File: config.mk
export PLATFORM = sky130hd
export DESIGN_NAME = lpt_cell
export DESIGN_NICKNAME = d
export VERILOG_FILES = /design/src/sv/lpt_pkg.sv /design/src/sv/lpt_cell.sv
export SDC_FILE = /design/constraint.sdc
export NUM_CORES = 1
export LEC_CHECK = 0
export BUFFER_PORTS_ARGS = -buffer_cell sky130_fd_sc_hd__buf_2
export CORE_ASPECT_RATIO = 1.5
export CORE_MARGIN = 8
export CORE_UTILIZATION = 41
export DETAILED_ROUTE_END_ITERATION = 10
export PLACE_DENSITY = 0.76
export SLEW_MARGIN = 20
export SYNTH_ARGS = -nofsm -noshare
export SYNTH_HDL_FRONTEND = slang
export SYNTH_SLANG_ARGS = --single-unit
File: constraint.sdc
create_clock -name clk_i -period 2.5 [get_ports clk_i]
set_clock_uncertainty 0.05 [all_clocks]
set_input_delay 0.625 -clock clk_i [delete_from_list [all_inputs] [get_ports clk_i]]
set_output_delay 0.625 -clock clk_i [all_outputs]
set_load 0.02 [all_outputs]
File: src/sv/lpt_pkg.sv
// Shared types and constants for the listening port table.
`timescale 1ns / 1ps

package lpt_pkg;

  localparam int SET_DEPTH   = 256;
  localparam int TABLE_SLOTS = 127;

  localparam int IDX_W    = $clog2(SET_DEPTH);
  localparam int CNT_W    = $clog2(SET_DEPTH + 1);
  localparam int PORT_W   = 16;
  localparam int ADDR_W   = 32;
  localparam int EIDX_W   = 7;
  localparam int STATUS_W = 3;
  localparam int PCOUNT_W = 9;
  localparam int REQ_W    = 2;

  localparam logic [ADDR_W-1:0] LOOPBACK_ADDR = 32'h0100_007F;

  typedef enum logic [REQ_W-1:0] {
    REQ_SOCKET,
    REQ_POWER,
    REQ_READ,
    REQ_UNUSED
  } req_e;

  typedef enum logic [STATUS_W-1:0] {
    ST_IGNORED,
    ST_ADDED,
    ST_PRESENT,
    ST_FULL,
    ST_REMOVED,
    ST_NOTFOUND,
    ST_DONE
  } status_e;

  typedef enum logic [1:0] {
    OP_ADD,
    OP_DEL,
    OP_READ
  } op_e;

  typedef enum logic [1:0] {
    S_IDLE,
    S_SCAN,
    S_DONE
  } state_e;

  // Query token that walks the cell row, one cell per cycle.
  typedef struct packed {
    logic              valid;
    op_e               op;
    logic [PORT_W-1:0] port;
    logic [EIDX_W-1:0] ridx;
    logic              found;
    logic [PORT_W-1:0] word;
  } tok_t;

endpackage

File: src/sv/lpt_cell.sv
// One cell of the port row: holds one port and acts on the passing token.
`timescale 1ns / 1ps

module lpt_cell
  import lpt_pkg::*;
(
  input  logic              clk_i,
  input  logic              rst_ni,
  input  logic [IDX_W-1:0]  idx_i,
  input  logic [CNT_W-1:0]  count_i,
  input  tok_t              tok_i,
  input  logic [PORT_W-1:0] next_data_i,
  output tok_t              tok_o,
  output logic [PORT_W-1:0] data_o
);

  logic [PORT_W-1:0] data_q, data_d;
  tok_t              tok_q, tok_d;
  logic              live;
  logic              match;

  always_comb begin
    live  = CNT_W'(idx_i) < count_i;
    match = live && (data_q == tok_i.port);
    tok_d  = tok_i;
    data_d = data_q;
    if (tok_i.valid) begin
      case (tok_i.op)
        OP_ADD: begin
          if (match) begin
            tok_d.found = 1'b1;
          end
          // first free cell; every held cell has been compared by now
          if (CNT_W'(idx_i) == count_i && !tok_i.found) begin
            data_d = tok_i.port;
          end
        end
        OP_DEL: begin
          // from the hit onward each cell pulls in its right neighbor
          if (tok_i.found) begin
            data_d = next_data_i;
          end else if (match) begin
            tok_d.found = 1'b1;
            data_d      = next_data_i;
          end
        end
        OP_READ: begin
          if (live && (32'(idx_i) + 32'd1 == 32'(tok_i.ridx)) &&
              (32'(idx_i) < 32'(TABLE_SLOTS))) begin
            tok_d.word = data_q;
          end
        end
        default: begin
        end
      endcase
    end
  end

  always_ff @(posedge clk_i or negedge rst_ni) begin
    if (!rst_ni) begin
      tok_q <= '0;
    end else begin
      tok_q <= tok_d;
    end
  end

  always_ff @(posedge clk_i) begin
    data_q <= data_d;
  end

  assign tok_o  = tok_q;
  assign data_o = data_q;

endmodule

==> metrics.md <==
| Metric | Value |
|---|---|
| Tcrit/Tclk final | `between 90% and 100%` |
| Post-Synth XOR/XNOR Area | `7.29%` |
| Critical path class | `in2reg` |
| Gr usage total | `~16%` |
| P_sw | `between 0.5 and 0.6 mW` |
| Worst Max-Slew Pin Slew | `approximately 0.56 ns` |
| Synth Cell Area | `about 2600 um^2` |
| Hold_buf cts | `0` |
| Bufs and invs on worst path | `3` |
| Final wirelength | `a little over 7 mm` |
| Post-Synthesis Cells | `around 180` |
| Vias in the first global route | `around 2.2k` |
| Critical Path Max Stage Delay | `0.39 ns` |
| CTS Sinks | `59` |
| Async SR Flop Fraction | `around 73%` |
| Die Y | `~110 um` |
| CTS Root Buffer Type | `clkbuf_8` |
| Finished Core Util | `59.4%` |
| PD cells | `between 600 and 700 nW/um^2` |
| Static Leak | `around 1.8 nW` |
| Slew Viols, Final | `0` |
| Clock Tree Buf Depth | `2` |
| Most frequent cell after synthesis | `dfrtp_1` |
| Ys flop type | `dfrtp_1` |
| Slew headroom | `between 60 and 70%` |
| CTS buffer count | `9` |
| Post CTS Setup Buffer Count | `0` |
| GRT overflow | `0` |
| Net count after synthesis | `269` |
| CP max-delay cell | `or3b_4` |
| # DRC | `0` |
| Final setup viols | `0` |
| Sequential share of the synthesized area | `between 50% and 60%` |
| Port bufs | `~140` |
| Main combinational cell family by area after synthesis | `multiplexers` |
| Largest net degree at the start of global routing | `44` |
| Antenna viol nets, final | `0` |
| Post-Synth Adder-Cell Area | `4.26%` |
| Kind of cell adding the most delay to the critical path | `simple AND/OR/NAND/NOR gates` |
| Worst reg2reg endpoint | `data_o[9]$_DFFE_PP_` |
| WL/cell | `about 17 um` |
| Final hold vios | `0` |
| HPWL after detailed placement | `5.72 mm` |
| Starting Density | `between 40% and 50%` |
| Internal power | `about 1.9 mW` |
| Core area | `roughly 6400 um^2` |
| Post-Syn Area per Cell | `14.5 um^2` |
| First-pass GRT wire length | `~11 mm` |
| FF-to-FF path depth | `7` |
| Max cap viols | `0` |
| Clock transition at path regs | `~0.06 ns` |
| Max H-tree Level | `3` |
| Die W | `81.6 um` |
| RSZ-0062 raised after global routing | `no` |
| Drt first pass iters | `4` |
| #FFs+latches synth | `around 60` |
| Most frequent cells after synthesis | `43 x dfrtp_1, 22 x mux2_2, 20 x xnor2_1, 16 x edfxtp_1, 12 x inv_1` |
| Post-synthesis mux area share | `roughly 15%` |
| Synth area leaders | `dfrtp_1 41%, edfxtp_1 18%, mux2_2 9.4%` |
| Distinct cells, synth | `35` |
| Gates resized, CTS repair | `0` |
| Peak supply drop | `~240 uV` |
| Post-synth top area share | `just over 40%` |
| Critical path arrival | `about 2.3 ns` |
| P&R area growth vs syn | `42.7%` |
| Crit Reg-Reg Startpoint | `data_o[7]$_DFFE_PP_` |
| Leading area contributor after synthesis | `dfrtp_1` |
| Flop pwr share | `between 40% and 50%` |
| Layout cells sized above 1 | `a little under 60%` |
| Sw Ratio | `about a quarter` |
| Startpoint types | `input pin` |
| Die Area | `between 9000 and 10000 um^2` |
| Reg-to-reg setup timing slack | `between 0.4 and 0.5 ns` |
| I/O Pins | `between 100 and 150` |
| Critical Path Fanout Max | `16` |
| Combinational power share | `14.9%` |
| CP Data Required Time | `2.50 ns` |
| Worst setup EP type | `register` |
| Via density per instance | `between 4 and 5` |
| Vias | `approximately 2k` |
| CTS tree | `yes` |
| F_max | `0.442 GHz` |
| Dpl cells | `403` |
| Fin cells | `420` |
| Final weighted congestion in routability-driven placement | `0.777` |
| Nets@finish | `roughly 430` |
| Initial DRC count | `57` |
| Initial antenna violation count | `1` |
| Hold Path Class | `in2async` |
| Ys Warns | `0` |
| EDFF count, synth | `16` |
| Status | `completed` |
| Critical path, cell by cell | `buf_2 -> inv_1 -> ha_1 -> nand4_1 -> nor3b_1 -> a21oi_1 -> or3b_4 -> a31oi_4 -> buf_12` |
| Rows | `36` |
| Clk Latency, worst-skew pair | `around 0.34 ns` |
| Tmin final | `approximately 2.3 ns` |
| Simple-gate share of the synthesized area | `between 7 and 8%` |
| Clk pwr share | `a little over two fifths` |
| Post-synthesis compound-gate area fraction | `~4.6%` |
-- state kept, by name (all words and copies together) (netlist names) --
signal  flops
data_o     16
tok_o      43
-- cells in the final DEF (no fill, tap or decap), drive strengths merged --
master and n:
buf 148, dfrtp 43, mux2 32, xnor2 20
edfxtp 16, inv 12, clkbuf 10, ha 9
nand4 7, o21ai 5, nor3b 3, nand2 3
bufinv 3, a31oi 3, nor2b 3, clkinv 3
a211oi 2, a21oi 2, xor2 2, or3 2
nand3 2, diode 1, and4b 1, o221ai 1
o21bai 1, nor3 1, and3 1, nor4b 1
o311ai 1, or2 1, a22oi 1, a41oi 1
nor4 1, o211ai 1, or3b 1
-- kinds of logic (layout without fill, tap and decap cells) --
kind of cell | after synthesis | in the layout
AO/OA/AOI/OAI | 18 | 18
XOR/XNOR | 22 | 22
buffers and inverters | 15 | 176
flip-flops | 59 | 59
adder cells (fa/ha/maj) | 9 | 9
other | 0 | 1
multiplexers | 32 | 32
AND/OR/NAND/NOR | 27 | 27
-- worst register-to-register path, delay by kind of cell (launching register included) --
kind            cells  cell delay, ns
compound gates      2            0.36
flops               1            0.44
buf+inv             2            0.34
xor+xnor            1            0.19
simple gates        2            0.41
-- layout make-up --
class	count	area (um^2)
inverters	12	45.0
clock buffers	10	128
well taps	76	95.1
diodes	1	2.50
multi-input cells	108	1040
repair buffers	148	798
fillers	528	2580
flip-flops and latches	59	1560
clock inverters	6	104
-- power groups by stage --
stage	logic (mW)	registers, mW	clock network (mW)
2_1_floorplan	0.123	1.14	0
3_3_place_gp	0.360	1.08	0
3_5_place_dp	0.370	1.08	0
4_1_cts	0.371	1.06	1.04
5_1_grt	0.397	1.07	1.09
6_report	0.364	1.06	1.02
-- per-stage QoR --
stage                     setup TNS (ns)  setup slack [ns]  instance area (um^2)  hold WS (ns)  power (mW)
after floorplan                        0            0.0327                  2660         0.279        1.26
after global placement             -1.62           -0.0619                  3530         0.498        1.44
after detailed placement           -3.14            -0.113                  3530         0.501        1.45
after CTS                              0             0.244                  3770         0.340        2.48
after global routing                   0             0.140                  3770         0.253        2.56
final                                  0             0.239                  3770         0.219        2.44
-- how the worst max path moves through the flow --
| stage | start | end | slack (ns) | cells after the start |
|---|---|---|---|---|
| after floorplan | count_i[4] | data_o[0]$_DFFE_PP_ | 0.03 | 7 |
| after global placement | idx_i[4] | data_o[4]$_DFFE_PP_ | -0.06 | 8 |
| after detailed placement | count_i[2] | data_o[15]$_DFFE_PP_ | -0.11 | 9 |
| after CTS | count_i[2] | data_o[10]$_DFFE_PP_ | 0.24 | 9 |
| after global routing | count_i[2] | data_o[9]$_DFFE_PP_ | 0.14 | 9 |
| final | count_i[2] | data_o[9]$_DFFE_PP_ | 0.24 | 9 |
-- routing by layer --
layer	vias to the layer above	global-route usage, %	share of wire [%]
li1	972	-	-
met1	918	15.6	34
met2	89	27.2	53
met3	15	5.35	9.6
met4	0	9.70	2.6
met5	-	0	0
Power figures use the tool's default switching activity.
