File: src/sv/lpt_pkg.sv
// Shared types and constants for the listening port table.
`timescale 1ns / 1ps

package lpt_pkg;

  localparam int SET_DEPTH   = 256;
  localparam int TABLE_SLOTS = 127;

  localparam int IDX_W    = $clog2(SET_DEPTH);
  localparam int CNT_W    = $clog2(SET_DEPTH + 1);
  localparam int PORT_W   = 16;
  localparam int ADDR_W   = 32;
  localparam int EIDX_W   = 7;
  localparam int STATUS_W = 3;
  localparam int PCOUNT_W = 9;
  localparam int REQ_W    = 2;

  localparam logic [ADDR_W-1:0] LOOPBACK_ADDR = 32'h0100_007F;

  typedef enum logic [REQ_W-1:0] {
    REQ_SOCKET,
    REQ_POWER,
    REQ_READ,
    REQ_UNUSED
  } req_e;

  typedef enum logic [STATUS_W-1:0] {
    ST_IGNORED,
    ST_ADDED,
    ST_PRESENT,
    ST_FULL,
    ST_REMOVED,
    ST_NOTFOUND,
    ST_DONE
  } status_e;

  typedef enum logic [1:0] {
    OP_ADD,
    OP_DEL,
    OP_READ
  } op_e;

  typedef enum logic [1:0] {
    S_IDLE,
    S_SCAN,
    S_DONE
  } state_e;

  // Query token that walks the cell row, one cell per cycle.
  typedef struct packed {
    logic              valid;
    op_e               op;
    logic [PORT_W-1:0] port;
    logic [EIDX_W-1:0] ridx;
    logic              found;
    logic [PORT_W-1:0] word;
  } tok_t;

endpackage

File: src/sv/lpt_if.sv
// Request and response channel interfaces for the listening port table.
`timescale 1ns / 1ps

interface lpt_req_if;
  import lpt_pkg::*;

  logic              valid;
  logic              ready;
  logic [REQ_W-1:0]  req_type;
  logic              is_tcp;
  logic [ADDR_W-1:0] local_addr;
  logic [PORT_W-1:0] local_port;
  logic              is_listen;
  logic              add_port;
  logic              usb_power;
  logic [EIDX_W-1:0] entry_index;

  modport source (
    output valid, req_type, is_tcp, local_addr, local_port, is_listen, add_port,
           usb_power, entry_index,
    input  ready
  );

  modport sink (
    input  valid, req_type, is_tcp, local_addr, local_port, is_listen, add_port,
           usb_power, entry_index,
    output ready
  );
endinterface

interface lpt_rsp_if;
  import lpt_pkg::*;

  logic                valid;
  logic                ready;
  logic [STATUS_W-1:0] status;
  logic [PCOUNT_W-1:0] port_count;
  logic                filter_active;
  logic [PORT_W-1:0]   table_word;

  modport source (
    output valid, status, port_count, filter_active, table_word,
    input  ready
  );

  modport sink (
    input  valid, status, port_count, filter_active, table_word,
    output ready
  );
endinterface

File: src/sv/lpt_ctrl.sv
// Request decode, scalar state, token launch and result register.
`timescale 1ns / 1ps

module lpt_ctrl
  import lpt_pkg::*;
(
  input  logic             clk_i,
  input  logic             rst_ni,
  lpt_req_if.sink          req_i,
  lpt_rsp_if.source        rsp_o,
  input  logic             cfg_we_i,
  input  logic             cfg_wdata_i,
  output tok_t             tok_o,
  input  tok_t             tok_i,
  output logic [CNT_W-1:0] count_o
);

  state_e            state_q, state_d;
  logic              filter_on_q, filter_on_d;
  logic              on_usb_q, on_usb_d;
  logic              enable_q, enable_d;
  logic [CNT_W-1:0]  count_q, count_d;
  tok_t              tok_q, tok_d;
  status_e           res_status_q, res_status_d;
  logic [PORT_W-1:0] res_word_q, res_word_d;

  logic                out_valid_q, out_valid_d;
  status_e             out_status_q, out_status_d;
  logic [PCOUNT_W-1:0] out_count_q, out_count_d;
  logic                out_active_q, out_active_d;
  logic [PORT_W-1:0]   out_word_q, out_word_d;

  logic             accept;
  logic             qualify;
  logic [CNT_W-1:0] new_count;

  assign req_i.ready = (state_q == S_IDLE);
  assign accept      = req_i.valid && req_i.ready;
  assign qualify     = req_i.is_tcp && (req_i.local_addr != LOOPBACK_ADDR) &&
                       (req_i.local_port != '0) && req_i.is_listen;

  always_comb begin
    state_d      = state_q;
    filter_on_d  = filter_on_q;
    on_usb_d     = on_usb_q;
    enable_d     = enable_q;
    count_d      = count_q;
    tok_d        = '0;
    res_status_d = res_status_q;
    res_word_d   = res_word_q;
    out_valid_d  = out_valid_q && !rsp_o.ready;
    out_status_d = out_status_q;
    out_count_d  = out_count_q;
    out_active_d = out_active_q;
    out_word_d   = out_word_q;
    new_count    = count_q;

    case (state_q)
      S_IDLE: begin
        if (accept) begin
          res_status_d = ST_IGNORED;
          res_word_d   = '0;
          state_d      = S_DONE;
          tok_d.port   = req_i.local_port;
          tok_d.ridx   = req_i.entry_index;
          case (req_e'(req_i.req_type))
            REQ_SOCKET: begin
              if (filter_on_q && qualify) begin
                tok_d.valid = 1'b1;
                tok_d.op    = req_i.add_port ? OP_ADD : OP_DEL;
                state_d     = S_SCAN;
              end
            end
            REQ_POWER: begin
              if (filter_on_q) begin
                on_usb_d     = req_i.usb_power;
                // charging path disables at exactly the slot count
                enable_d     = !req_i.usb_power &&
                               (32'(count_q) < 32'(TABLE_SLOTS));
                res_status_d = ST_DONE;
              end
            end
            REQ_READ: begin
              res_status_d = ST_DONE;
              if (req_i.entry_index == '0) begin
                res_word_d = PORT_W'(enable_q);
              end else begin
                tok_d.valid = 1'b1;
                tok_d.op    = OP_READ;
                state_d     = S_SCAN;
              end
            end
            default: begin
            end
          endcase
        end
      end
      S_SCAN: begin
        if (tok_i.valid) begin
          state_d = S_DONE;
          case (tok_i.op)
            OP_READ: begin
              res_status_d = ST_DONE;
              res_word_d   = tok_i.word;
            end
            OP_ADD: begin
              if (tok_i.found) begin
                res_status_d = ST_PRESENT;
              end else if (count_q >= CNT_W'(SET_DEPTH)) begin
                res_status_d = ST_FULL;
              end else begin
                new_count    = count_q + CNT_W'(1);
                res_status_d = ST_ADDED;
              end
            end
            default: begin
              if (tok_i.found) begin
                new_count    = count_q - CNT_W'(1);
                res_status_d = ST_REMOVED;
              end else begin
                res_status_d = ST_NOTFOUND;
              end
            end
          endcase
          if (tok_i.op != OP_READ) begin
            count_d  = new_count;
            enable_d = !on_usb_q && (32'(new_count) <= 32'(TABLE_SLOTS));
          end
        end
      end
      S_DONE: begin
        if (!out_valid_q || rsp_o.ready) begin
          out_valid_d  = 1'b1;
          out_status_d = res_status_q;
          out_count_d  = PCOUNT_W'(count_q);
          out_active_d = enable_q;
          out_word_d   = res_word_q;
          state_d      = S_IDLE;
        end
      end
      default: begin
        state_d = S_IDLE;
      end
    endcase

    if (cfg_we_i) begin
      filter_on_d = cfg_wdata_i;
      enable_d    = cfg_wdata_i;
    end
  end

  always_ff @(posedge clk_i or negedge rst_ni) begin
    if (!rst_ni) begin
      state_q     <= S_IDLE;
      filter_on_q <= 1'b1;
      on_usb_q    <= 1'b0;
      enable_q    <= 1'b1;
      count_q     <= '0;
      tok_q       <= '0;
      out_valid_q <= 1'b0;
    end else begin
      state_q     <= state_d;
      filter_on_q <= filter_on_d;
      on_usb_q    <= on_usb_d;
      enable_q    <= enable_d;
      count_q     <= count_d;
      tok_q       <= tok_d;
      out_valid_q <= out_valid_d;
    end
  end

  always_ff @(posedge clk_i) begin
    res_status_q <= res_status_d;
    res_word_q   <= res_word_d;
    out_status_q <= out_status_d;
    out_count_q  <= out_count_d;
    out_active_q <= out_active_d;
    out_word_q   <= out_word_d;
  end

  assign tok_o   = tok_q;
  assign count_o = count_q;

  assign rsp_o.valid         = out_valid_q;
  assign rsp_o.status        = out_status_q;
  assign rsp_o.port_count    = out_count_q;
  assign rsp_o.filter_active = out_active_q;
  assign rsp_o.table_word    = out_word_q;

endmodule

File: src/flat_wrapper.sv
// flat-port wrapper written by rule: the top's interface ports become plain ports
module lpt_ctrl_flat import lpt_pkg::*;
  (clk_i, rst_ni, cfg_we_i, cfg_wdata_i, tok_o, tok_i, count_o, req_i_valid, req_i_req_type, req_i_is_tcp, req_i_local_addr, req_i_local_port, req_i_is_listen, req_i_add_port, req_i_usb_power, req_i_entry_index, req_i_ready, rsp_o_valid, rsp_o_status, rsp_o_port_count, rsp_o_filter_active, rsp_o_table_word, rsp_o_ready);
  lpt_req_if req_i_i ();
  lpt_rsp_if rsp_o_i ();
  input  logic clk_i;
  input  logic rst_ni;
  input  logic cfg_we_i;
  input  logic cfg_wdata_i;
  output tok_t tok_o;
  input  tok_t tok_i;
  output logic [CNT_W-1:0] count_o;
  input wire logic [$bits(req_i_i.valid)-1:0] req_i_valid;
  input wire logic [$bits(req_i_i.req_type)-1:0] req_i_req_type;
  input wire logic [$bits(req_i_i.is_tcp)-1:0] req_i_is_tcp;
  input wire logic [$bits(req_i_i.local_addr)-1:0] req_i_local_addr;
  input wire logic [$bits(req_i_i.local_port)-1:0] req_i_local_port;
  input wire logic [$bits(req_i_i.is_listen)-1:0] req_i_is_listen;
  input wire logic [$bits(req_i_i.add_port)-1:0] req_i_add_port;
  input wire logic [$bits(req_i_i.usb_power)-1:0] req_i_usb_power;
  input wire logic [$bits(req_i_i.entry_index)-1:0] req_i_entry_index;
  output wire logic [$bits(req_i_i.ready)-1:0] req_i_ready;
  output wire logic [$bits(rsp_o_i.valid)-1:0] rsp_o_valid;
  output wire logic [$bits(rsp_o_i.status)-1:0] rsp_o_status;
  output wire logic [$bits(rsp_o_i.port_count)-1:0] rsp_o_port_count;
  output wire logic [$bits(rsp_o_i.filter_active)-1:0] rsp_o_filter_active;
  output wire logic [$bits(rsp_o_i.table_word)-1:0] rsp_o_table_word;
  input wire logic [$bits(rsp_o_i.ready)-1:0] rsp_o_ready;
  assign req_i_i.valid = req_i_valid;
  assign req_i_i.req_type = req_i_req_type;
  assign req_i_i.is_tcp = req_i_is_tcp;
  assign req_i_i.local_addr = req_i_local_addr;
  assign req_i_i.local_port = req_i_local_port;
  assign req_i_i.is_listen = req_i_is_listen;
  assign req_i_i.add_port = req_i_add_port;
  assign req_i_i.usb_power = req_i_usb_power;
  assign req_i_i.entry_index = req_i_entry_index;
  assign req_i_ready = req_i_i.ready;
  assign rsp_o_valid = rsp_o_i.valid;
  assign rsp_o_status = rsp_o_i.status;
  assign rsp_o_port_count = rsp_o_i.port_count;
  assign rsp_o_filter_active = rsp_o_i.filter_active;
  assign rsp_o_table_word = rsp_o_i.table_word;
  assign rsp_o_i.ready = rsp_o_ready;
  lpt_ctrl u_core (.clk_i(clk_i), .rst_ni(rst_ni), .req_i(req_i_i), .rsp_o(rsp_o_i), .cfg_we_i(cfg_we_i), .cfg_wdata_i(cfg_wdata_i), .tok_o(tok_o), .tok_i(tok_i), .count_o(count_o));
endmodule
File: config.mk
export PLATFORM = sky130hd
export DESIGN_NAME = lpt_ctrl_flat
export DESIGN_NICKNAME = d
export VERILOG_FILES = /design/src/sv/lpt_pkg.sv /design/src/sv/lpt_if.sv /design/src/sv/lpt_ctrl.sv /design/src/flat_wrapper.sv
export SDC_FILE = /design/constraint.sdc
export NUM_CORES = 1
export LEC_CHECK = 0
export BUFFER_PORTS_ARGS = -buffer_cell sky130_fd_sc_hd__buf_2
export CELL_PAD_IN_SITES_DETAIL_PLACEMENT = 1
export CELL_PAD_IN_SITES_GLOBAL_PLACEMENT = 1
export CORE_MARGIN = 2
export CORE_UTILIZATION = 31
export DETAILED_ROUTE_END_ITERATION = 7
export HOLD_SLACK_MARGIN = 0.08
export PLACE_DENSITY_LB_ADDON = 0.1
export SYNTH_ARGS = -nofsm -noshare
export SYNTH_HDL_FRONTEND = slang
export SYNTH_SLANG_ARGS = --single-unit
File: constraint.sdc
create_clock -name clk_i -period 2.6 [get_ports clk_i]
set_clock_uncertainty 0.05 [all_clocks]
set_input_delay 0.52 -clock clk_i [delete_from_list [all_inputs] [get_ports clk_i]]
set_output_delay 0.52 -clock clk_i [all_outputs]
set_load 0.01 [all_outputs]
==> results.sh, run 1 <==
export IMPL_multiInputGateArea_um2=1090
export IMPL_start_util_pct=32.13
export IMPL_path_class="reg2reg"
export IMPL_synth_edf_count=48
export IMPL_die_w_um=113.2
export IMPL_rows=39
export IMPL_place_area_um2=4608
export IMPL_p_leak_uw=0.002309
export IMPL_synth_yosys_warnings=0
export IMPL_post_cts_buffers=0
export IMPL_stdcell_area_um2=4935
export IMPL_grt_max_degree=27
export IMPL_port_buffers=152
export IMPL_avgSynthCellArea_um2=12.98
export IMPL_crit_path_end="u_core.count_o[8]$_DFFE_PN0P_"
export IMPL_critPathCaptureType="flip-flop"
export IMPL_ys_async_sr_fraction_pct=46.07
export IMPL_fp_dieH_um=113.2
export IMPL_startpoint_type="flip-flop"
export IMPL_seq_area_um2=2470
export IMPL_rsz0062_at_grt="false"
export IMPL_fin_nets=563
export IMPL_syn_to_final_growth_pct=33.38
export IMPL_grt_pass1_wl_mm=14.90
export IMPL_whs_ns=0.2761
export IMPL_cap_viol_max_count=0
export IMPL_r2r_cells=5
export IMPL_fin_util_pct=42.85
export IMPL_required_ns=2.77
export IMPL_crit_arrival_ns=2.22
export IMPL_cts_path_max_buffers=2
export IMPL_netlist_area_um2=3700
export IMPL_drc_errors=9
export IMPL_reg2reg_slack_ns=0.56
export IMPL_cts_hold_buf=1
export IMPL_routabilityCongestion=0.7879
export IMPL_pwr_density_cell_nw_per_um2=926.4
export IMPL_grt_use_total_pct=15.18
export IMPL_syn_inst=285
export IMPL_n_antenna_cell=0
export IMPL_ios=193
export IMPL_min_path_type="in2reg"
export IMPL_fin_crit_sh_pct=78.63
export IMPL_outcome="complete, but fails checks"
export IMPL_setup_tns_ns=0
export IMPL_cts_root_buffer="clkbuf_16"
export IMPL_vias=2735
export IMPL_numCtsBuffers=9
export IMPL_cts_resized=0
export IMPL_vias_per_cell=4.589
export IMPL_finalHoldViolCount=0
export IMPL_dp_cells=579
export IMPL_crit_reg2reg_capture="u_core.count_o[8]$_DFFE_PN0P_"
export IMPL_yosysMostFrequentCell="edfxtp_1"
export IMPL_dieArea_um2=12820
export IMPL_crit_start="u_core.count_o[3]$_DFFE_PN0P_"
export IMPL_setup_viol=0
export IMPL_violations="DRC"
export IMPL_critPathMaxFanout=11
export IMPL_yosysTopAreaCell="edfxtp_1"
export IMPL_drive_gt1_share_pct=40.62
export IMPL_ys_seq_area_share_pct=66.76
export IMPL_ys_top_cells_by_area="edfxtp_1 39%, dfrtp_1 26%, and2_1 6.4%"
export IMPL_cts_sinks=89
export IMPL_clkTransAtPathRegs_ns=0.06
export IMPL_irDropWorstVdd_mv=0.3447
export IMPL_synth_ff_type="edfxtp_1"
export IMPL_ant_nets=0
export IMPL_dp_hpwl_mm=7.249
export IMPL_fmax_mhz=489.2
export IMPL_overflow=0
export IMPL_drtIter0Drc=108
export IMPL_final_max_slew_viol_count=0
export IMPL_synth_top_area_share_pct=38.96
export IMPL_synthTopCellsByCount="48 x edfxtp_1, 39 x dfrtp_1, 38 x and2_1, 17 x buf_4, 15 x nand2_1"
export IMPL_period_needed_ns=2.044
export IMPL_yosys_cell_types_count=45
export IMPL_wire_per_inst_um=15.57
export IMPL_n_fill_cell=1278
export IMPL_antenna_found_initial=0
export IMPL_h_tree_depth=3
export IMPL_wirelength_mm=9.279
export IMPL_ys_ff_latch=89
export IMPL_cts_tree="built"
export IMPL_first_pass_iters=6
export IMPL_finalNonFillerCells=596
export IMPL_reg2reg_from="u_core.count_o[3]$_DFFE_PN0P_"
export IMPL_first_global_vias=2911
export IMPL_insertion_delay_ns=0.33
export IMPL_coreArea_um2=11520
cells in the final DEF, fill, tap and decap left out, drive strengths merged, types with 2 or more instances in the layout:
cell,n
mux2i,3
or4,3
nand4,5
buf,160
dfstp,2
o2111ai,2
nor4b,3
mux2,2
nand2b,3
edfxtp,48
bufinv,2
and4,2
nor2b,3
o31ai,2
o21ai,10
nor3,3
a21oi,6
nand3,8
ha,5
clkinv,2
dfrtp,39
clkbuf,9
inv,15
nor2,11
xnor2,6
conb,17
nand2,15
nor4,12
or3,2
o211ai,3
and2,38
layout make-up:
type	count	area share [%]
Clock buffer	9	4.564
Clock inverter	7	1.851
Multi-Input combinational cell	174	22.08
Inverter	13	0.9888
Sequential cell	89	50.05
Timing Repair Buffer	161	16.84
Tap cell	143	3.626
worst min-delay path by stage:
stage / startpoint / endpoint / slack [ns] / cells past startpoint
after floorplan: rst_ni / u_core.count_o[0]$_DFFE_PN0P_ / 0.17 / 0
after global placement: rst_ni / u_core.tok_o[34]$_DFF_PN0_ / 0.30 / 1
after global routing: req_i_add_port / u_core.tok_o[40]$_DFF_PN0_ / 0.28 / 2
final: req_i_add_port / u_core.tok_o[40]$_DFF_PN0_ / 0.28 / 2
after detailed placement: rst_ni / u_core.tok_o[39]$_DFF_PN0_ / 0.30 / 1
after CTS: req_i_add_port / u_core.tok_o[40]$_DFF_PN0_ / 0.27 / 2
per-layer routing:
layer	vias up	part of all wire (%)	track usage [%]	wire, um
met4	0	1.5	6.341	142
met5	-	0	0	0
met1	1325	41	18.52	3841
li1	1298	-	-	-
met2	103	51	26.03	4738
met3	9	6.0	3.321	556
registers in the layout, indices dropped and copies added (netlist names):
signal and cells:
u_core.tok_o 26, u_core.res_word_q 16, u_core.rsp_o.table_word 16, u_core.count_o 9, u_core.rsp_o.port_count 9, u_core.res_status_q 3
u_core.rsp_o.status 3, u_core.state_q 2, u_core.enable_q 1, u_core.filter_on_q 1, u_core.on_usb_q 1, u_core.rsp_o.filter_active 1
u_core.rsp_o.valid 1
power breakdown:
part	switching, uW	total [uW]	internal (uW)
registers	195	2140	1950
logic	629	1060	429
clock network	532	1370	841
total	1360	4570	3220
logic make-up (layout without fill, tap and decap cells):
group | after synthesis | count (layout) | synth area share, %
AO/OA/AOI/OAI | 27 | 27 | 4.769
XOR/XNOR | 7 | 7 | 1.657
adder cells (fa/ha/maj) | 5 | 5 | 1.691
buffers and inverters | 38 | 190 | 5.851
flip-flops | 89 | 89 | 66.76
multiplexers | 5 | 5 | 1.420
other | 1 | 17 | 0.1014
AND/OR/NAND/NOR | 113 | 113 | 17.75
per-stage QoR:
stage / setup slack, ns / total power [uW]
after floorplan: 0.1157 / 2724
after global placement: 0.3796 / 3214
after detailed placement: 0.3627 / 3255
after CTS: 0.5430 / 4651
after global routing: 0.4487 / 4830
final: 0.5557 / 4572
critical path: stages (launching register included):
cell	delay (ns)
dfrtp_1	0.49
or4_1	0.61
nor2_1	0.16
mux2i_1	0.20
o211ai_1	0.14
mux2_2	0.28
Power figures use the tool's default switching activity.
==> inputs of run 2 (changes only) <==
clock period = 1.88 ns   (was 2.6 ns; I/O delays follow)
==> run 2 against run 1 <==
- critical path depth unchanged
- worst setup slack got worse by 0.53 ns
- critical path type unchanged
- the run still ends with DRC left
- fmax increased by 10%
- final cell count increased by 2.5%
- largest power group unchanged
- clock power increased by 27%
- final area increased by 2.9%
- hold slack got worse by 0.14 ns
==> results.sh, run 2 (synthesis results as in run 1) <==
export IMPL_path_class="reg2reg"
export IMPL_crit_family="simple AND/OR/NAND/NOR gates"
export IMPL_drc_errors=11
export IMPL_cap_viol_max_count=0
export IMPL_largest_reg_flops=26
export IMPL_cp_slowest_cell="or4_4"
export IMPL_drive_gt1_share_pct=42.95
export IMPL_clkTransAtPathRegs_ns=0.06
export IMPL_cts_path_max_buffers=2
export IMPL_wirelength_mm=9.392
export IMPL_insertion_delay_ns=0.33
export IMPL_rsz0062_at_grt="true"
export IMPL_port_buffers=152
export IMPL_wire_per_inst_um=15.37
export IMPL_n_antenna_cell=0
export IMPL_crit_chain="or4_4 -> nor2_4 -> mux2i_1 -> o211ai_1 -> mux2_2"
export IMPL_critPathCaptureType="flip-flop"
export IMPL_grt_pass1_wl_mm=15.28
export IMPL_worst_path_buf_inv=0
export IMPL_fin_crit_sh_pct=98.70
export IMPL_ant_nets=0
export IMPL_period_needed_ns=1.855
export IMPL_fin_util_pct=44.11
export IMPL_fin_nets=578
export IMPL_startpoint_type="flip-flop"
export IMPL_cts_sinks=89
export IMPL_p_leak_uw=0.002378
export IMPL_layout_commonest_cell="buf_2"
export IMPL_whs_ns=0.1368
export IMPL_vias=2788
export IMPL_numCtsBuffers=9
export IMPL_critPathMaxFanout=2
export IMPL_reg2reg_slack_ns=0.02
export IMPL_final_cell_mix="152 x buf_2, 48 x edfxtp_1, 38 x and2_1, 38 x dfrtp_1, 20 x buf_4"
export IMPL_fp_dieH_um=113.2
export IMPL_first_global_vias=3001
export IMPL_routabilityCongestion=0.8040
export IMPL_h_tree_depth=3
export IMPL_cts_tree="built"
export IMPL_cts_root_buffer="clkbuf_16"
export IMPL_setup_viol=0
export IMPL_max_stage_delay_ns=0.57
export IMPL_rows=39
export IMPL_irDropWorstVdd_mv=0.3574
export IMPL_grt_max_degree=30
export IMPL_n_fill_cell=1281
export IMPL_start_util_pct=32.13
export IMPL_finalHoldViolCount=0
export IMPL_dieArea_um2=12820
export IMPL_coreArea_um2=11520
export IMPL_outcome="complete, but fails checks"
export IMPL_fmax_mhz=538.9
export IMPL_syn_to_final_growth_pct=37.30
export IMPL_pwr_density_cell_nw_per_um2=1255
export IMPL_dp_hpwl_mm=7.367
export IMPL_antenna_found_initial=0
export IMPL_required_ns=2.05
export IMPL_grt_use_total_pct=15.24
export IMPL_final_max_slew_viol_count=0
export IMPL_crit_arrival_ns=2.02
export IMPL_post_cts_buffers=0
export IMPL_ios=193
export IMPL_first_pass_iters=6
export IMPL_overflow=0
export IMPL_die_w_um=113.2
export IMPL_vias_per_cell=4.563
export IMPL_violations="DRC"
export IMPL_min_path_type="in2reg"
export IMPL_drtIter0Drc=125
## run 2: cell types whose count changed in the layout (fill, tap and decap cells not counted), sizes merged
cell,before,now
buf,160,175
clkinv,2,5
inv,15,13
bufinv,2,1
clkbuf,9,10
clkinvlp,1,0
## run 2: cell type report
type                    count  area [um2]  share of cell area (%)
multi-input cells         174        1112                   21.90
inverters                  13       48.80                  0.9606
well taps                 143       178.9                   3.522
clock inverters             6       58.81                   1.158
repair buffers            176       980.9                   19.31
flip-flops and latches     89        2471                   48.65
clock buffers              10       229.0                   4.507
## run 2: repair_timing
item	in CTS	in global routing
hold buffers	1	0
gates resized for setup	0	3
hold endpoints to repair	16	0
endpoints found under the setup margin	0	2
## run 2: path summary, 6_finish.rpt
check | startpoint | to | depth (start not counted)
worst min-delay path | req_i_add_port | u_core.tok_o[40]$_DFF_PN0_ | 2
worst max register to register | u_core.count_o[4]$_DFFE_PN0P_ | u_core.count_o[8]$_DFFE_PN0P_ | 5
max in group asynchronous | rst_ni | u_core.tok_o[24]$_DFF_PN0_ | 3
min in group asynchronous | rst_ni | u_core.tok_o[39]$_DFF_PN0_ | 2
worst min register to register | u_core.res_word_q[0]$_DFFE_PP_ | u_core.rsp_o.table_word[0]$_DFFE_PP_ | 0
worst max-delay path | u_core.count_o[4]$_DFFE_PN0P_ | u_core.count_o[8]$_DFFE_PN0P_ | 5
## run 2: where the power goes
group          switching (uW)  internal (uW)  total, uW
Combinational             988            749       1740
Sequential                204           2690       2900
Clock                     721           1020       1740
## run 2: per-layer routing
layer / global-route usage (%) / up-vias / part of all wire [%]
met5: 0 / - / 0
met3: 3.053 / 10 / 5.7
met1: 19.34 / 1347 / 43
met2: 26.31 / 94 / 50
li1: - / 1337 / -
met4: 4.715 / 0 / 1.3
## run 2: stage by stage
stage	cells	power [uW]	area (um2)	worst slack [ns]	setup TNS, ns
detailed placement	594	4700	4772	-0.02222	-0.02222
CTS	611	6477	5070	0.02602	0
global placement	594	4640	4772	-0.001013	-0.001013
finish	611	6377	5080	0.02452	0
global route	611	6766	5080	-0.02678	-0.02678
floorplan	301	3824	3794	-0.04957	-0.04957
==> inputs of run 3 (changes only) <==
CORE_UTILIZATION = 37   (was 31)
clock period = 2.3 ns   (was 1.88 ns; I/O delays follow)
==> run 3 against run 2 <==
- the flow now finishes without violations
- die area is 16% lower
- register-to-register slack better by 0.26 ns
- fmax is 8.0% lower
- global-route usage is 2.1 points higher
- power is 24% lower
- largest cell class unchanged
- final cell count is 3.6% lower
- final area is 4.3% lower
- first-iteration DRC count is 35% lower
- highest routed layer is now met5
- sequential power is 17% lower
- largest power group unchanged
- routed wire length is 4.4% lower
- clock-buffer cell count is 1 lower
==> results.sh, run 3 (synthesis results as in run 1) <==
export IMPL_port_buffers=152
export IMPL_die_w_um=104.0
export IMPL_dieArea_um2=10820
export IMPL_pwr_density_cell_nw_per_um2=993.3
export IMPL_slew_headroom_pct=65.75
export IMPL_path_class="reg2reg"
export IMPL_drtIter0Drc=81
export IMPL_swShare_pct=31.21
export IMPL_power_switching_uw=1508
export IMPL_fin_nets=566
export IMPL_vias_per_cell=4.657
export IMPL_cts_hold_buf=1
export IMPL_startpoint_type="flip-flop"
export IMPL_cts_path_max_buffers=2
export IMPL_finalNonFillerCells=589
export IMPL_largest_reg_flops=26
export IMPL_vias=2743
export IMPL_cts_root_buffer="clkbuf_8"
export IMPL_crit_start="u_core.count_o[6]$_DFFE_PN0P_"
export IMPL_ant_nets=0
export IMPL_cts_tree="built"
export IMPL_post_cts_buffers=0
export IMPL_crit_arrival_ns=2.20
export IMPL_clkTransAtPathRegs_ns=0.09
export IMPL_min_path_type="in2reg"
export IMPL_dp_cells=572
export IMPL_fin_crit_sh_pct=87.70
export IMPL_wirelength_mm=8.977
export IMPL_fmax_mhz=495.7
export IMPL_r2r_cells=5
export IMPL_crit_family="simple AND/OR/NAND/NOR gates"
export IMPL_required_ns=2.48
export IMPL_reg2reg_from="u_core.count_o[6]$_DFFE_PN0P_"
export IMPL_cap_viol_max_count=0
export IMPL_numCtsBuffers=9
export IMPL_hp_start="req_i_add_port"
export IMPL_p_comb_share_pct=25.5
export IMPL_h_tree_depth=3
export IMPL_dp_hpwl_mm=7.038
export IMPL_layout_commonest_cell="buf_2"
export IMPL_fp_dieH_um=104.0
export IMPL_critPathMaxFanout=6
export IMPL_cp_slowest_cell="or4_1"
export IMPL_crit_chain="or4_1 -> nor2_1 -> mux2i_1 -> o211ai_1 -> mux2_2"
export IMPL_insertion_delay_ns=0.35
export IMPL_ios=193
export IMPL_final_max_slew_viol_count=0
export IMPL_first_pass_iters=4
export IMPL_grt_max_degree=30
export IMPL_coreArea_um2=9729
export IMPL_syn_to_final_growth_pct=31.45
export IMPL_finalHoldViolCount=0
export IMPL_drive_gt1_share_pct=41.01
export IMPL_final_cell_mix="152 x buf_2, 48 x edfxtp_1, 39 x dfrtp_1, 38 x and2_1, 17 x conb_1"
export IMPL_critPathCaptureType="flip-flop"
export IMPL_cts_sinks=89
export IMPL_crit_cells=5
export IMPL_grt_use_total_pct=17.34
export IMPL_grt_pass1_wl_mm=14.64
export IMPL_cts_resized=0
export IMPL_worst_path_buf_inv=0
export IMPL_worst_pin_slew_ns=0.5138
export IMPL_routabilityCongestion=0.8153
export IMPL_antenna_found_initial=1
export IMPL_setup_tns_ns=0
export IMPL_p_leak_uw=0.002287
export IMPL_seqPwrFrac_pct=49.7
export IMPL_outcome="finished, final reports clean"
export IMPL_drc_errors=0
export IMPL_p_clk_share_pct=24.8
export IMPL_irDropWorstVdd_mv=0.3806
export IMPL_n_fill_cell=1106
export IMPL_period_needed_ns=2.017
export IMPL_start_util_pct=38.03
export IMPL_p_total_uw=4831
export IMPL_max_stage_delay_ns=0.59
export IMPL_rows=36
export IMPL_overflow=0
export IMPL_wire_per_inst_um=15.24
export IMPL_n_antenna_cell=0
export IMPL_rsz0062_at_grt="false"
export IMPL_intPower_uw=3323
export IMPL_whs_ns=0.2023
export IMPL_first_global_vias=2880
export IMPL_hold_depth=2
export IMPL_setup_viol=0
run 3: per-stage QoR:
step,util [%],instance area (um2),worst slack [ns]
after floorplan,-,3764,0.03914
after global placement,47.60,4631,0.1997
after detailed placement,47.60,4631,0.1942
after CTS,49.99,4863,0.2728
after global routing,49.99,4863,0.1579
final,49.99,4863,0.2828
run 3: worst paths after layout:
kind	to	slack [ns]
worst max-delay path	u_core.count_o[8]$_DFFE_PN0P_	0.28
worst min-delay path	u_core.tok_o[40]$_DFF_PN0_	0.20
worst max register to register	u_core.count_o[8]$_DFFE_PN0P_	0.28
worst min register to register	u_core.rsp_o.table_word[7]$_DFFE_PP_	0.38
max in group asynchronous	u_core.enable_q$_DFFE_PN1P_	1.06
min in group asynchronous	u_core.tok_o[30]$_DFF_PN0_	0.55
run 3: final cells by class:
type                            count  area (um2)  area share (%)
Inverter                           13       48.80           1.003
Clock inverter                      7       98.84           2.032
Sequential cell                    89        2470           50.78
Timing Repair Buffer              164       865.8           17.80
Clock buffer                        9       123.9           2.547
Multi-Input combinational cell    174        1090           22.41
Tap cell                          133       166.4           3.422
run 3: routing by layer:
layer / GRT usage, % / part of all wire, % / vias up / wire length, um
li1: - / - / 1307 / -
met4: 6.081 / 0.99 / 2 / 89
met1: 19.78 / 39 / 1316 / 3472
met5: 0 / 0.14 / - / 13
met3: 5.388 / 8.4 / 8 / 757
met2: 30.69 / 52 / 110 / 4643
run 3: power by group through the flow:
stage,clock [uW],combinational (uW),sequential [uW]
6_report,1200,1230,2400
5_1_grt,1290,1370,2450
4_1_cts,1230,1260,2410
3_5_place_dp,0,1250,2440
3_3_place_gp,0,1230,2410
2_1_floorplan,0,519,2560
